==> src/cqf_pkg.sv <==
// Shared types and codes for the circular queue FIFO.
// No dependencies; imported by every module of the block but cqf_ram.
package cqf_pkg;

  localparam int unsigned WORD_W = 32;

  typedef enum logic [1:0] {
    KIND_ENQ  = 2'd0,
    KIND_DEQ  = 2'd1,
    KIND_TRAV = 2'd2,
    KIND_NONE = 2'd3
  } kind_t;

  typedef enum logic [1:0] {
    ST_OK    = 2'd0,
    ST_FULL  = 2'd1,
    ST_EMPTY = 2'd2
  } status_t;

  typedef enum logic [1:0] {
    OP_ENQ  = 2'd0,
    OP_DEQ  = 2'd1,
    OP_TRAV = 2'd2
  } op_t;

  typedef struct packed {
    op_t                      op;
    logic signed [WORD_W-1:0] value;
  } cmd_t;

  typedef struct packed {
    logic valid;
    cmd_t cmd;
  } cmd_if_t;

endpackage

==> src/cqf_ram.sv <==
// Generic single-write, single-read RAM with registered read data.
// No dependencies.
module cqf_ram #(
  parameter int unsigned WIDTH = 32,
  parameter int unsigned DEPTH = 16
) (
  input  logic                     clk,
  input  logic                     we,
  input  logic [$clog2(DEPTH)-1:0] waddr,
  input  logic [WIDTH-1:0]         wdata,
  input  logic                     re,
  input  logic [$clog2(DEPTH)-1:0] raddr,
  output logic [WIDTH-1:0]         rdata
);

  logic [WIDTH-1:0] mem [DEPTH];

  always_ff @(posedge clk) begin
    if (we) begin
      mem[waddr] <= wdata;
    end
    if (re) begin
      rdata <= mem[raddr];
    end
  end

endmodule

==> src/cqf_front.sv <==
// Front end: accepts transactions, classifies them, and queues commands.
// Depends on cqf_pkg.
module cqf_front (
  input  logic                             clk,
  input  logic                             rst,
  input  logic                             push,
  output logic                             full,
  input  logic [1:0]                       kind,
  input  logic signed [cqf_pkg::WORD_W-1:0] value,
  output cqf_pkg::cmd_if_t                 cmd_out,
  input  logic                             cmd_pop
);
  import cqf_pkg::*;

  localparam int unsigned QD = 2;

  cmd_t             q [QD];
  logic             wp;
  logic             rp;
  logic [1:0]       cnt;
  logic             accept;
  logic             enq;
  logic             deq;
  cmd_t             cmd_in;

  assign full   = (cnt == 2'(QD));
  assign accept = push && !full;

  always_comb begin
    cmd_in.value = value;
    cmd_in.op    = OP_ENQ;
    enq          = 1'b0;
    case (kind_t'(kind))
      KIND_ENQ: begin
        cmd_in.op = OP_ENQ;
        enq       = accept;
      end
      KIND_DEQ: begin
        cmd_in.op = OP_DEQ;
        enq       = accept;
      end
      KIND_TRAV: begin
        cmd_in.op = OP_TRAV;
        enq       = accept;
      end
      default: begin
        enq = 1'b0;
      end
    endcase
  end

  assign deq           = cmd_pop && (cnt != 2'd0);
  assign cmd_out.valid = (cnt != 2'd0);
  assign cmd_out.cmd   = q[rp];

  always_ff @(posedge clk) begin
    if (enq) begin
      q[wp] <= cmd_in;
    end
    if (rst) begin
      wp  <= 1'b0;
      rp  <= 1'b0;
      cnt <= 2'd0;
    end else begin
      if (enq) begin
        wp <= ~wp;
      end
      if (deq) begin
        rp <= ~rp;
      end
      cnt <= cnt + 2'(enq) - 2'(deq);
    end
  end

endmodule

==> src/cqf_back.sv <==
// Back end: owns head/tail and the slot RAM, executes commands, drives results.
// Depends on cqf_pkg and cqf_ram.
module cqf_back #(
  parameter int unsigned DEPTH = 16
) (
  input  logic                              clk,
  input  logic                              rst,
  input  cqf_pkg::cmd_if_t                  cmd_in,
  output logic                              cmd_pop,
  output logic                              empty,
  input  logic                              pop,
  output logic [1:0]                        status,
  output logic signed [cqf_pkg::WORD_W-1:0] data,
  output logic                              last
);
  import cqf_pkg::*;

  localparam int unsigned AW = $clog2(DEPTH);

  function automatic logic [AW-1:0] nxt(input logic [AW-1:0] p);
    return (p == AW'(DEPTH - 1)) ? '0 : p + 1'b1;
  endfunction

  logic [AW-1:0]     head;
  logic [AW-1:0]     head_next;
  logic [AW-1:0]     tail;
  logic [AW-1:0]     tail_next;
  logic [AW-1:0]     idx;
  logic [AW-1:0]     idx_next;
  logic              trav_on;
  logic              trav_on_next;
  logic [AW-1:0]     cur;
  logic              q_empty;
  logic              q_full;

  logic              ram_we;
  logic              ram_re;
  logic [AW-1:0]     raddr;
  logic [WORD_W-1:0] rdata;

  logic              issue;
  status_t           iss_status;
  logic              iss_last;
  logic              iss_ram;

  logic              s1_valid;
  status_t           s1_status;
  logic              s1_last;
  logic              s1_ram;
  logic              s1_go;
  logic              out_load;
  logic [WORD_W-1:0] s1_data;

  logic              out_valid;

  cqf_ram #(.WIDTH(WORD_W), .DEPTH(DEPTH)) u_ram (
    .clk   (clk),
    .we    (ram_we),
    .waddr (tail),
    .wdata (cmd_in.cmd.value),
    .re    (ram_re),
    .raddr (raddr),
    .rdata (rdata)
  );

  assign q_empty  = (head == tail);
  assign q_full   = (nxt(tail) == head);
  assign cur      = trav_on ? idx : head;
  assign out_load = s1_valid && (!out_valid || pop);
  assign s1_go    = !s1_valid || out_load;

  always_comb begin
    issue        = 1'b0;
    cmd_pop      = 1'b0;
    ram_we       = 1'b0;
    ram_re       = 1'b0;
    raddr        = cur;
    iss_status   = ST_OK;
    iss_last     = 1'b1;
    iss_ram      = 1'b0;
    head_next    = head;
    tail_next    = tail;
    idx_next     = idx;
    trav_on_next = trav_on;
    if (cmd_in.valid && s1_go) begin
      issue = 1'b1;
      case (cmd_in.cmd.op)
        OP_ENQ: begin
          cmd_pop = 1'b1;
          if (q_full) begin
            iss_status = ST_FULL;
          end else begin
            ram_we    = 1'b1;
            tail_next = nxt(tail);
          end
        end
        OP_DEQ: begin
          cmd_pop = 1'b1;
          if (q_empty) begin
            iss_status = ST_EMPTY;
          end else begin
            ram_re    = 1'b1;
            iss_ram   = 1'b1;
            head_next = nxt(head);
          end
        end
        OP_TRAV: begin
          if (q_empty) begin
            cmd_pop    = 1'b1;
            iss_status = ST_EMPTY;
          end else begin
            ram_re   = 1'b1;
            iss_ram  = 1'b1;
            iss_last = (nxt(cur) == tail);
            if (iss_last) begin
              cmd_pop      = 1'b1;
              trav_on_next = 1'b0;
            end else begin
              trav_on_next = 1'b1;
              idx_next     = nxt(cur);
            end
          end
        end
        default: begin
          cmd_pop = 1'b1;
          issue   = 1'b0;
        end
      endcase
    end
  end

  always_comb begin
    if (s1_ram) begin
      s1_data = rdata;
    end else if (s1_status == ST_EMPTY) begin
      s1_data = '1;
    end else begin
      s1_data = '0;
    end
  end

  always_ff @(posedge clk) begin
    if (s1_go) begin
      s1_status <= iss_status;
      s1_last   <= iss_last;
      s1_ram    <= iss_ram;
    end
    if (out_load) begin
      status <= s1_status;
      data   <= s1_data;
      last   <= s1_last;
    end
    idx <= idx_next;
    if (rst) begin
      head      <= '0;
      tail      <= '0;
      trav_on   <= 1'b0;
      s1_valid  <= 1'b0;
      out_valid <= 1'b0;
    end else begin
      head    <= head_next;
      tail    <= tail_next;
      trav_on <= trav_on_next;
      if (s1_go) begin
        s1_valid <= issue;
      end
      if (out_load) begin
        out_valid <= 1'b1;
      end else if (pop) begin
        out_valid <= 1'b0;
      end
    end
  end

  assign empty = !out_valid;

endmodule

==> src/circular_queue_fifo_core.sv <==
// A result passes from the command queue through the issue stage s1 into the output register.
// Throughput while pop keeps up: one transaction per cycle for enqueue and dequeue;
// a traverse of n held words gives n results, one per cycle (single RAM read port).
// Reset (rst, synchronous) empties the queue and all pipeline stages; no clearing pass.
// Top level: front end, command queue and back end. Depends on cqf_pkg, cqf_front,
// cqf_back.
module circular_queue_fifo_core #(
  parameter int unsigned DEPTH = 16
) (
  input  logic                              clk,
  input  logic                              rst,
  input  logic                              push,
  output logic                              full,
  input  logic [1:0]                        kind,
  input  logic signed [cqf_pkg::WORD_W-1:0] value,
  output logic                              empty,
  input  logic                              pop,
  output logic [1:0]                        status,
  output logic signed [cqf_pkg::WORD_W-1:0] data,
  output logic                              last
);
  import cqf_pkg::*;

  cmd_if_t cmd;
  logic    cmd_pop;

  cqf_front u_front (
    .clk     (clk),
    .rst     (rst),
    .push    (push),
    .full    (full),
    .kind    (kind),
    .value   (value),
    .cmd_out (cmd),
    .cmd_pop (cmd_pop)
  );

  cqf_back #(.DEPTH(DEPTH)) u_back (
    .clk     (clk),
    .rst     (rst),
    .cmd_in  (cmd),
    .cmd_pop (cmd_pop),
    .empty   (empty),
    .pop     (pop),
    .status  (status),
    .data    (data),
    .last    (last)
  );

endmodule

==> config.mk <==
export PLATFORM = sky130hd
export DESIGN_NAME = circular_queue_fifo_core
export DESIGN_NICKNAME = d
export VERILOG_FILES = /design/src/cqf_pkg.sv /design/src/cqf_ram.sv /design/src/cqf_front.sv /design/src/cqf_back.sv /design/src/circular_queue_fifo_core.sv
export SDC_FILE = /design/constraint.sdc
export NUM_CORES = 1
export LEC_CHECK = 0
export BUFFER_PORTS_ARGS = -buffer_cell sky130_fd_sc_hd__buf_2
export CAP_MARGIN = 25
export CORE_ASPECT_RATIO = 0.9
export CORE_MARGIN = 1.5
export CORE_UTILIZATION = 50
export DETAILED_ROUTE_END_ITERATION = 7
export HOLD_SLACK_MARGIN = 0.15
export PLACE_DENSITY_LB_ADDON = 0.25
export SYNTH_ARGS = -nofsm -noshare
export SYNTH_HDL_FRONTEND = slang
export SYNTH_SLANG_ARGS = --single-unit
==> constraint.sdc <==
create_clock -name clk -period 4 [get_ports clk]
set_input_delay 0.8 -clock clk [delete_from_list [all_inputs] [get_ports clk]]
set_output_delay 0.8 -clock clk [all_outputs]
set_load 0.01 [all_outputs]
=== After elaboration in Yosys (flattened, before gate mapping) ===
Memory sizes are Yosys's and may differ from the RTL's. A register that Yosys moved wholly into a read port is not among the register bits.
Cells that the tools add are included.

* Muxes and demuxes: 32
* Add/sub/neg operators: 5
* Bitwise gates (word level): 7
* Equal/unequal tests: 12
* Reduce and logical (&&, ||, !) cells: 21

{| class="wikitable"
|+ Operators with widths
! cell !! number
|-
| 32-bit 2-to-1 mux || 2
|-
| 1-bit 2-to-1 mux || 23
|-
| 4-bit 2-to-1 mux || 4
|-
| 4-bit by 1-bit adder with 4-bit output (second input constant) || 3
|-
| 4-bit == test || 3
|-
| 4-bit == test (second input constant) || 3
|-
| 3-bit AND reduction || 3
|-
| 3-bit OR reduction || 3
|-
| 2-bit == test (second input constant) || 4
|-
| 2-bit one-hot mux with 2 select lines || 2
|-
| 1-bit NOT || 7
|-
| 2-bit by 1-bit == test with 1-bit output (second input constant) || 2
|-
| 1-bit logical AND || 4
|-
| 2-bit logical NOT || 2
|-
| 4-bit AND reduction || 1
|-
| 2-bit nonzero test || 2
|-
| 1-bit logical NOT || 3
|-
| 2-bit by 1-bit adder with 2-bit output || 1
|-
| 1-bit logical OR || 2
|-
| 2-bit 2-to-1 mux || 1
|-
| 2-bit OR reduction || 1
|-
| 2-bit by 1-bit subtractor with 2-bit output || 1
|}

* Output and inout port bits: 37
* Memories kept: 2
* Bits of input ports: 38
* Logic and storage cells: 94
* Bits in registers: 58
* RAM bits: 580

{| class="wikitable"
|+ Memories
! memory !! depth !! width !! read ports !! clocked after memory_dff !! write ports !! RTL line !! RTL
|-
| u_back.u_ram.mem || 16 || 32 || 1 || 1 || 1 || cqf_ram.sv:16 || <nowiki>logic [WIDTH-1:0] mem [DEPTH];</nowiki>
|-
| u_front.q || 2 || 34 || 1 || 1 || 1 || cqf_front.sv:17 || <nowiki>cmd_t q [QD];</nowiki>
|}

=== Longest topological paths before layout ===
Gate-level depths: netlist of run 1.

* Word-level depth: 11
* Depth in mapped cells: 17
* Depth with buffers taken out: 13

=== By module ===
A second synthesis of run 1 with hierarchy kept.

* Cell total of the unflattened synthesis: 1168
* Area total of the unflattened synthesis: 25455.7 µm²

{| class="wikitable"
|+ Modules (own cells, without submodules)
! module !! cells each !! sequential area each (µm²) !! instances !! area each (µm²)
|-
| cqf_ram || 838 || 16335.7 || 1 || 20155.6
|-
| cqf_front || 135 || 2142.1 || 1 || 2737.6
|-
| cqf_back || 195 || 1511.4 || 1 || 2562.5
|}

=== Worst setup path after synthesis of run 1 ===
OpenSTA, ideal clock, no wires.

* Path type: input -> register
* Start: in pop
* End: reg u_back.data[0] (netlist name), enable pin
* Data required time: 3.519 ns
* Slack: 0.112 ns
* Path buffers: 0
* Stages: 2
* Library setup time: 0.481 ns
* Arrival: 3.407 ns
* Path through: inv_1 -> a21boi_0

* Longest elaborated chain between the ends: 2

{| class="wikitable"
|+ Ends and longest elaborated chain
! what !! RTL line !! RTL
|-
| start: declaration || circular_queue_fifo_core.sv:17 || <nowiki>input logic pop,</nowiki>
|-
| 1-bit logical OR || cqf_back.sv:69 || <nowiki>assign out_load = s1_valid && (!out_valid || pop);</nowiki>
|-
| 1-bit logical AND || cqf_back.sv:69 ||
|-
| net u_back.out_load || cqf_back.sv:51 || <nowiki>logic out_load;</nowiki>
|-
| end signal: assignment || cqf_back.sv:150 || <nowiki>data <= s1_data;</nowiki>
|-
| end: declaration || cqf_back.sv:13 || <nowiki>output logic signed [cqf_pkg::WORD_W-1:0] data,</nowiki>
|}

The timed path passes the listed nets, and every way through them passes these cells.
A chain may end at the register's enable or synchronous reset.

=== Worst setup path after layout of run 1 ===
* Start: reg u_back.trav_on
* End: reg u_front.cnt[1]

* Longest elaborated chain between the ends: 10
* Elaborated cells on any way between the ends: 11
* Classes of those cells: 2 x add/sub; 2 x eq/ne; 6 x mux; 1 x reduce/logical

{| class="wikitable"
|+ Ends and longest elaborated chain
! what !! RTL line !! RTL
|-
| start: declaration || cqf_back.sv:30 || <nowiki>logic trav_on;</nowiki>
|-
| start signal: assignment || cqf_back.sv:163 || <nowiki>trav_on <= trav_on_next;</nowiki>
|-
| 4-bit 2-to-1 mux * || cqf_back.sv:68 || <nowiki>assign cur = trav_on ? idx : head;</nowiki>
|-
| 4-bit by 1-bit adder with 4-bit output / 4-bit == test (equally long branches) || cqf_back.sv:21 || <nowiki>return (p == AW'(DEPTH - 1)) ? '0 : p + 1'b1;</nowiki>
|-
| 4-bit 2-to-1 mux * || cqf_back.sv:21 ||
|-
| 4-bit == test * || cqf_back.sv:114 || <nowiki>iss_last = (nxt(cur) == tail);</nowiki>
|-
| 1-bit 2-to-1 mux * || cqf_back.sv:115 || <nowiki>if (iss_last) begin</nowiki>
|-
| 1-bit 2-to-1 mux * || cqf_back.sv:108 || <nowiki>if (q_empty) begin</nowiki>
|-
| 1-bit 2-to-1 mux * || cqf_back.sv:87 || <nowiki>case (cmd_in.cmd.op)</nowiki>
|-
| 1-bit 2-to-1 mux * || cqf_back.sv:85 || <nowiki>if (cmd_in.valid && s1_go) begin</nowiki>
|-
| 1-bit logical AND * || cqf_front.sv:52 || <nowiki>assign deq = cmd_pop && (cnt != 2'd0);</nowiki>
|-
| net u_front.deq || cqf_front.sv:23 || <nowiki>logic deq;</nowiki>
|-
| 2-bit by 1-bit subtractor with 2-bit output * || cqf_front.sv:71 || <nowiki>cnt <= cnt + 2'(enq) - 2'(deq);</nowiki>
|-
| end signal: assignment || cqf_front.sv:71 ||
|-
| end: declaration || cqf_front.sv:20 || <nowiki>logic [1:0] cnt;</nowiki>
|}

The timed path passes the listed nets; every way through them passes the cells marked *.

==> metrics.yaml, run 1 <==
ys_seq_elements: 671
post_cts_resize_count: 0
outcome: "finished clean"
syn-instance-count: 1626
maxCapViolCount: 0
final_common_cell: "edfxtp_1"
cts_tree: "yes"
vias_per_cell: 5.810
power.total_w: 0.01689
path_clk_slew_ns: 0.06
crit_path_cell_trace: "mux2i_4 > inv_8 > ha_1 > a211oi_1 > o31ai_1 > a21o_1 > a31oi_1 > ha_1 > inv_1 > ha_1 > xor2_1 > xnor2_1 > nor2_1"
cp.arrival_ns: 3.69
die_w_um: 245.9
synthFlopType: "edfxtp_1"
num_rows: 79
syn_nets: 1677
cp-start-kind: "flip-flop"
rsz0062_at_grt: "no"
grt_overflow_total: 0
area_growth_pct: 12.93
dp_hpwl_um: 30040
final_layout_size_suffix_gt1_share_pct: 16.52
crit_family: "compound AO/OA/AOI/OAI gates"
cts.sinks: 671
synth_edf_count: 655
routabilityCongestion: 0.7794
syn-cell-area_um2: 26550
dieHeight_um: 221.6
worstPathRequired_ns: 4.46
fmax_mhz: 309.1
cpMaxStageDelayCell: "dfxtp_1"
relSlewSlack_pct: 38.60
async_flop_share_pct: 0
vdd_ir_drop_max_mv: 0.3455
grt_pass1_vias: 14130
clock_latency_ns: 0.60
hp-class: "input pin to flip-flop"
postRouteAntennaNets: 0
postCtsSetupBuffers: 0
track_usage_pct: 21.98
cts.htree.levels: 3
ys_warn_count: 0
clock-skew-final_ns: 0.02031
io_pins: 75
drc: 0
diodes: 0
crit_top_cell: "ha_1"
layout_common_cells: "edfxtp_1 (655), nand2_1 (296), mux2i_1 (134)"
finalHoldViolations: 0
grt_pass1_wl_um: 88320
io_buffers: 74
crit_buf_inv: 2
power_density_nw_per_um2: 563.2
min_period_ns: 3.236
ys_types: 51
via_count: 14230
antenna_found_initial: 0
p_leak_nw: 10.21
clockRootBuffer: "clkbuf_16"
cpPeakStageDelay_ns: 0.62
slew_viol_final: 0
criticalPathCategory: "flip-flop to flip-flop"
initial_core_util_pct: 50.97
tightest_slew_ns: 0.9210
layout.nets: 1762
routedWlPerCell_um: 23.94
dieArea_um2: 54490
core_area_um2: 52090
grt_max_degree: 147
cts_buffer_depth: 3
fill_cells: 3949
worstPathMaxFanout: 5
finalWirelength_um: 58630
synth_seq_area_share_pct: 75.29
final.setup.tns_ns: 0
synth_area_per_cell_um2: 16.33
cp-end-kind: "flip-flop"
cts_buffers: 68
cts_hold_buf: 0
drt_iter0_drc: 1567
min_period_over_period_pct: 80.89
dr.pass1.iters: 5
setup_viol: 0
## where the power goes
| group | total, W | switching [W] | internal (W) |
|---|---|---|---|
| logic | 0.00225 | 0.00149 | 0.000765 |
| clock network | 0.00595 | 0.00252 | 0.00343 |
| registers | 0.00868 | 0.000114 | 0.00857 |
| total | 0.0169 | 0.00412 | 0.0128 |
## cells in the mapped netlist, types with 3 or more instances
cell type  instances  area, µm²
mux4_2            32      720.7
o31a_1            32      280.3
and3_1            81      506.7
nor2_1            13      48.80
mux2_2            33      371.6
mux2i_1          135       1351
nand2b_1           4      25.02
edfxtp_1         655      19670
a31oi_1            3      18.77
nor2b_1            8      50.05
a311oi_1          33      289.0
buf_6             10      112.6
clkbuf_1          50      187.7
dfxtp_1           16      320.3
buf_2             25      125.1
a21o_1            33      247.7
nand3_1           71      355.3
buf_1             11      41.29
inv_1              9      33.78
a21oi_1            6      30.03
nand2_1          296       1111
xor2_1             5      43.79
and2_1             7      43.79
xnor2_1           10      87.58
ha_1              13      162.7
## worst paths after layout
kind                            to      startpoint  slack [ns]  depth (start not counted)
hold / removal    u_front.q[1][20]       value[20]        0.39                          1
setup reg to reg    u_front.cnt[1]  u_back.trav_on        0.76                         13
setup / recovery    u_front.cnt[1]  u_back.trav_on        0.76                         13
hold reg to reg        u_back.last  u_back.s1_last        0.44                          0
## through the flow
step	cells	cell area (µm²)	hold WS, ns	utilization [%]	worst slack, ns
6_report	2449	29980	0.3941	57.56	0.7644
4_1_cts	2448	29960	0.3655	57.51	0.7746
2_1_floorplan	1626	26550	0.4003	-	0.1118
3_3_place_gp	2328	27890	0.4096	53.55	0.8540
3_5_place_dp	2328	27890	0.4345	53.55	0.8011
5_1_grt	2449	29980	0.3681	57.56	0.4753
## logic make-up (layout without fill, tap and decap cells)
family / after synthesis / after routing / synth area share, %
muxes: 203 / 203 / 9.425
and+or+nand+nor: 490 / 490 / 8.346
xor gates and xnor gates: 16 / 16 / 0.5796
buffers and inverters: 110 / 245 / 2.017
DFF: 671 / 671 / 75.29
adders and majority gates: 13 / 13 / 0.6126
AOI/OAI and AO/OA: 123 / 123 / 3.732
## area by class of cell
class / count / area, µm² / area share [%]
Inverter: 11 / 48.80 / 0.1627
Clock buffer: 97 / 1904 / 6.351
Tap cell: 688 / 860.8 / 2.871
Clock inverter: 23 / 157.7 / 0.5258
Timing Repair Buffer: 114 / 928.4 / 3.096
Multi-Input combinational cell: 845 / 6093 / 20.32
Sequential cell: 671 / 19990 / 66.67
## sequential cells by signal (all words and copies together), names as in the netlist, named ones only
register	count
u_back.s1_ram	1
u_front.q	68
u_back.trav_on	1
u_back.tail	4
u_back.data	32
u_back.s1_status	2
u_front.cnt	2
u_front.wp	1
u_back.status	2
u_back.s1_valid	1
u_back.head	4
u_back.u_ram.rdata	32
u_front.rp	1
u_back.u_ram.mem	512
u_back.idx	4
u_back.out_valid	1
u_back.s1_last	1
u_back.last	1
## worst register-to-register path: cells and delay by family, from the launching register on
family | cells | cell delay, ns
AOI/OAI and AO/OA | 4 | 0.92
adders and majority gates | 3 | 0.64
DFF | 1 | 0.62
muxes | 1 | 0.44
xor gates and xnor gates | 2 | 0.31
buffers and inverters | 2 | 0.12
and+or+nand+nor | 1 | 0.05
## routing by layer
metal	track usage, %	part of all wire (%)	vias to the layer above
li1	-	-	6386
met5	0	0	-
met2	33.79	46	493
met1	32.24	45	7252
met3	3.958	6.5	98
met4	6.412	2.4	0
Note: power is estimated with default switching activity, not from simulation.
==> run 2, diff against run 1 <==
==> constraint.sdc (replaced) <==
create_clock -name clk -period 2.9 [get_ports clk]
set_input_delay 0.58 -clock clk [delete_from_list [all_inputs] [get_ports clk]]
set_output_delay 0.58 -clock clk [all_outputs]
set_load 0.01 [all_outputs]
==> run 2 against run 1 <==
First-iteration DRC count decreased by 23%. Utilization increased by 0.67 points. Register-to-register slack got worse by 0.73 ns. Count of clock-buffer cells in the layout decreased by 12. Sequential power is 38% higher. Via count rose by 1.1%. Cell area is 1.2% higher. Clock power up 38%.
==> metrics.yaml, run 2 (synthesized netlist as in run 1, its figures left out) <==
crit_top_cell: "ha_1"
dieHeight_um: 221.6
clock_latency_ns: 0.60
top_regs: "u_back.u_ram.mem: 512 flops, u_front.q: 68 flops"
maxCapViolCount: 0
clockRootBuffer: "clkbuf_16"
worstPathRequired_ns: 3.37
relSlewSlack_pct: 35.68
vdd_ir_drop_max_mv: 0.4359
postCtsSetupBuffers: 0
cp-end-kind: "flip-flop"
path_clk_slew_ns: 0.06
slew_viol_final: 0
min_period_ns: 2.867
cts_tree: "yes"
cp.arrival_ns: 3.33
fmax_mhz: 348.8
clock-skew-final_ns: 0.02005
initial_core_util_pct: 50.97
hold_path_end: "u_front.q[0][31]"
drt_iter0_drc: 1205
outcome: "finished clean"
area_growth_pct: 14.24
power_density_nw_per_um2: 769.4
io_buffers: 74
grt_overflow_total: 0
finalWirelength_um: 58870
crit_path_cell_trace: "buf_4 > mux2i_4 > inv_8 > ha_4 > a211oi_2 > or4_4 > a21o_1 > a31oi_1 > ha_1 > inv_1 > ha_1 > xor2_1 > xnor2_1 > nor2_1"
layout.nets: 1801
final_core_util_pct: 58.23
rr_startpoint: "u_back.trav_on"
tightest_slew_ns: 0.9647
num_rows: 79
via_count: 14380
cpPeakStageDelay_ns: 0.55
cp-start-kind: "flip-flop"
cp.depth: 14
hold_depth: 1
r2r-end: "u_front.cnt[1]"
io_pins: 75
rr_worst_depth: 14
hold_start: "value[31]"
cts.sinks: 671
die_w_um: 245.9
min_period_over_period_pct: 98.85
grt_pass1_vias: 14150
antenna_found_initial: 0
cts_buffers: 69
finalHoldWorstSlack_ns: 0.1781
rsz0062_at_grt: "yes"
power.total_w: 0.02334
finalHoldViolations: 0
rrSetupSlack_ns: 0.03
track_usage_pct: 21.92
criticalPathCategory: "flip-flop to flip-flop"
p_leak_nw: 10.39
core_area_um2: 52090
vias_per_cell: 5.792
routedWlPerCell_um: 23.71
setup_viol: 0
drc: 0
postRouteAntennaNets: 0
dieArea_um2: 54490
final_layout_size_suffix_gt1_share_pct: 17.83
top_register: "u_back.u_ram.mem"
cts.htree.levels: 3
routabilityCongestion: 0.7939
diodes: 0
largest_register_ffs: 512
layout_common_cells: "edfxtp_1 (655), nand2_1 (296), mux2i_1 (134)"
grt_pass1_wl_um: 88400
worstPathMaxFanout: 4
hp-class: "input pin to flip-flop"
cts_buffer_depth: 3
cpMaxStageDelayCell: "or4_4"
final_common_cell: "edfxtp_1"
crit_family: "simple AND/OR/NAND/NOR gates"
dp_hpwl_um: 30490
grt_max_degree: 98
crit_buf_inv: 3
dr.pass1.iters: 6
## run 2: final cells by class
cell class | count | area, µm²
Tap cell | 688 | 860.8
Clock inverter | 31 | 236.5
Multi-Input combinational cell | 845 | 6125
Clock buffer | 85 | 1829
Fill cell | 3882 | 21760
Sequential cell | 671 | 19990
Inverter | 11 | 48.80
Timing Repair Buffer | 152 | 1240
## run 2: power breakdown
group	leakage (nW)	total, W	switching [W]	internal, W
clock network	1.01	0.00824	0.00351	0.00473
registers	6.06	0.0120	0.000148	0.0118
logic	3.33	0.00312	0.00202	0.00110
## run 2: worst max-delay path by stage
stage	from	end	slack [ns]
after detailed placement	u_back.trav_on	u_front.cnt[1]	0.05
after floorplan	u_back.trav_on	u_front.cnt[1]	-0.09
after CTS	u_back.trav_on	u_front.cnt[1]	0.02
after global routing	u_back.trav_on	u_front.cnt[1]	-0.07
after global placement	u_back.trav_on	u_front.cnt[1]	0.07
final	u_back.trav_on	u_front.cnt[1]	0.03
## run 2: what timing repair did
item	4_1_cts	5_1_grt
hold buffers	17	0
setup endpoints to repair	0	4
resized for setup	0	2
hold endpoints to repair	34	0
## run 2: per-stage QoR
step           setup TNS, ns  cell area, µm²  setup WS [ns]  cells
2_1_floorplan         -8.197           26620       -0.09283   1626
3_3_place_gp               0           28080        0.07194   2350
3_5_place_dp               0           28080        0.04558   2350
4_1_cts                    0           30320        0.01627   2483
5_1_grt             -0.06726           30330       -0.06726   2483
6_report                   0           30330        0.03337   2483
## run 2: per-layer routing
layer / routed length (µm) / global-route usage, % / vias up
met1: 25350 / 31.42 / 7260
li1: - / - / 6458
met3: 4047 / 3.704 / 115
met5: 0 / 0 / -
met4: 1656 / 7.263 / 0
met2: 27810 / 34.27 / 549
==> run 3, diff against run 2 <==
==> constraint.sdc (replaced) <==
create_clock -name clk -period 2.3 [get_ports clk]
set_input_delay 0.46 -clock clk [delete_from_list [all_inputs] [get_ports clk]]
set_output_delay 0.46 -clock clk [all_outputs]
set_load 0.01 [all_outputs]
==> run 3 against run 2 <==
The run now ends with setup timing left. Sequential share of layout area shrank 2.5 points. Utilization grew 2.3 points. First-iteration DRC count grew 20%. Global-route usage grew 1.4 points. Clock skew grew 0.0020 ns. Worst setup slack lost 0.43 ns. Sequential cell count is the same. Routed wire length grew 5.8%. Count of clock-buffer cells in the layout grew 12. Fmax grew 6.3%. Clock power grew 26%. Highest routed layer unchanged.
==> metrics.yaml, run 3 (synthesized netlist as in run 1, its figures left out) <==
cts_tree: "yes"
dr.pass1.iters: 5
cts_buffer_depth: 3
routabilityCongestion: 0.7816
cp-end-kind: "flip-flop"
post-place-ws_ns: -0.4901
grt_max_degree: 99
final_layout_size_suffix_gt1_share_pct: 20.37
setup_viol: 34
final.setup.tns_ns: -4.847
relSlewSlack_pct: 34.71
stdcell_area_um2: 31530
clock-skew-final_ns: 0.02200
cts.htree.levels: 3
final_core_util_pct: 60.53
vias_per_cell: 5.822
min_period_over_period_pct: 117.2
clock_latency_ns: 0.61
placed_cell_area_um2: 28800
final_common_cell: "edfxtp_1"
busiest_layer: "met2"
finalHoldViolations: 0
outcome: "finished with violations"
grt_util_met1_pct: 33.14
worstPathRequired_ns: 2.79
num_rows: 79
dieHeight_um: 221.6
dieArea_um2: 54490
vdd_ir_drop_max_mv: 0.6115
initial_core_util_pct: 50.97
core_area_um2: 52090
p_leak_nw: 10.86
maxCapViolCount: 0
cts_buffers: 69
layout_common_cells: "edfxtp_1 (655), nand2_1 (296), mux2i_1 (132)"
top_register: "u_back.u_ram.mem"
routedWlPerCell_um: 24.44
grt_util_met3_pct: 4.539
die_w_um: 245.9
antenna_found_initial: 1
power.total_w: 0.02987
dp_hpwl_um: 33000
cp-start-kind: "flip-flop"
criticalPathCategory: "flip-flop to flip-flop"
violations: "setup timing"
fill_cells: 3762
via_count: 14840
postRouteAntennaNets: 0
worstPathMaxFanout: 3
io_pins: 75
grt_overflow_total: 0
layout_setup_ws_ns: -0.3964
fmax_mhz: 370.9
layout.nets: 1863
clockRootBuffer: "clkbuf_16"
seqCellArea_um2: 20000
cp.arrival_ns: 3.19
largest_register_ffs: 512
multiInputGateArea_um2: 6223
area_growth_pct: 18.75
min_period_ns: 2.696
cts.sinks: 671
power_density_nw_per_um2: 947.3
finalWirelength_um: 62290
diodes: 0
tightest_slew_ns: 0.9794
drc: 0
track_usage_pct: 23.31
path_clk_slew_ns: 0.05
hp-class: "input pin to flip-flop"
rsz0062_at_grt: "yes"
top_regs: "u_back.u_ram.mem: 512 flops, u_front.q: 68 flops"
grt_pass1_vias: 14810
drt_iter0_drc: 1449
slew_viol_final: 0
io_buffers: 74
grt_pass1_wl_um: 92850
grt_util_met2_pct: 36.63
run 3: worst paths after layout:
check                      start               end  slack [ns]  cells past startpoint
setup / recovery  u_back.trav_on    u_front.cnt[1]       -0.40                     14
hold / removal           kind[1]  u_front.q[1][32]        0.19                      2
setup reg to reg  u_back.trav_on    u_front.cnt[1]       -0.40                     14
hold reg to reg   u_back.s1_last       u_back.last        0.43                      0
run 3: layout make-up:
type                    instances  share of cell area (%)
flip-flops and latches        671                   63.43
repair buffers                214                   7.318
inverters                      11                  0.1548
clock inverters                23                  0.5873
clock buffers                  97                   6.040
well taps                     688                   2.730
multi-input cells             845                   19.74
run 3: worst max-delay path, cell delays in order, from the launching register on:
cell and delay (ns):
dfxtp_4 0.36, buf_6 0.12, mux2i_4 0.19, inv_2 0.09, ha_4 0.15, a211oi_4 0.04
or4_4 0.49, a21o_1 0.18, a31oi_1 0.17, ha_1 0.27, inv_2 0.07, ha_4 0.13
xor2_2 0.14, xnor2_1 0.14, nor2_1 0.05
run 3: what timing repair did:
action	4_1_cts	5_1_grt
setup endpoints to repair	38	478
cloned	4	2
resized for setup	18	12
hold buffers	33	0
setup buffers	3	2
pin swaps	8	9
hold endpoints to repair	66	0
run 3: through the flow:
stage,std cells,hold WS [ns]
after floorplan,1626,0.4003
after global placement,2386,0.4094
after detailed placement,2386,0.4124
after CTS,2545,0.1512
after global routing,2549,0.1805
final,2549,0.1944
run 3: per-layer routing:
layer	part of all wire, %	routed length (µm)	vias up
met5	0	0	-
met4	2.4	1481	0
met3	7.8	4829	100
met2	47	29370	580
met1	43	26610	7568
li1	-	-	6592
run 3: where the power goes:
group	switching, W	internal [W]	total [W]	leakage [nW]
Combinational	0.00269	0.00165	0.00434	3.78
Clock	0.00443	0.00600	0.0104	1.02
Sequential	0.000189	0.0149	0.0151	6.06
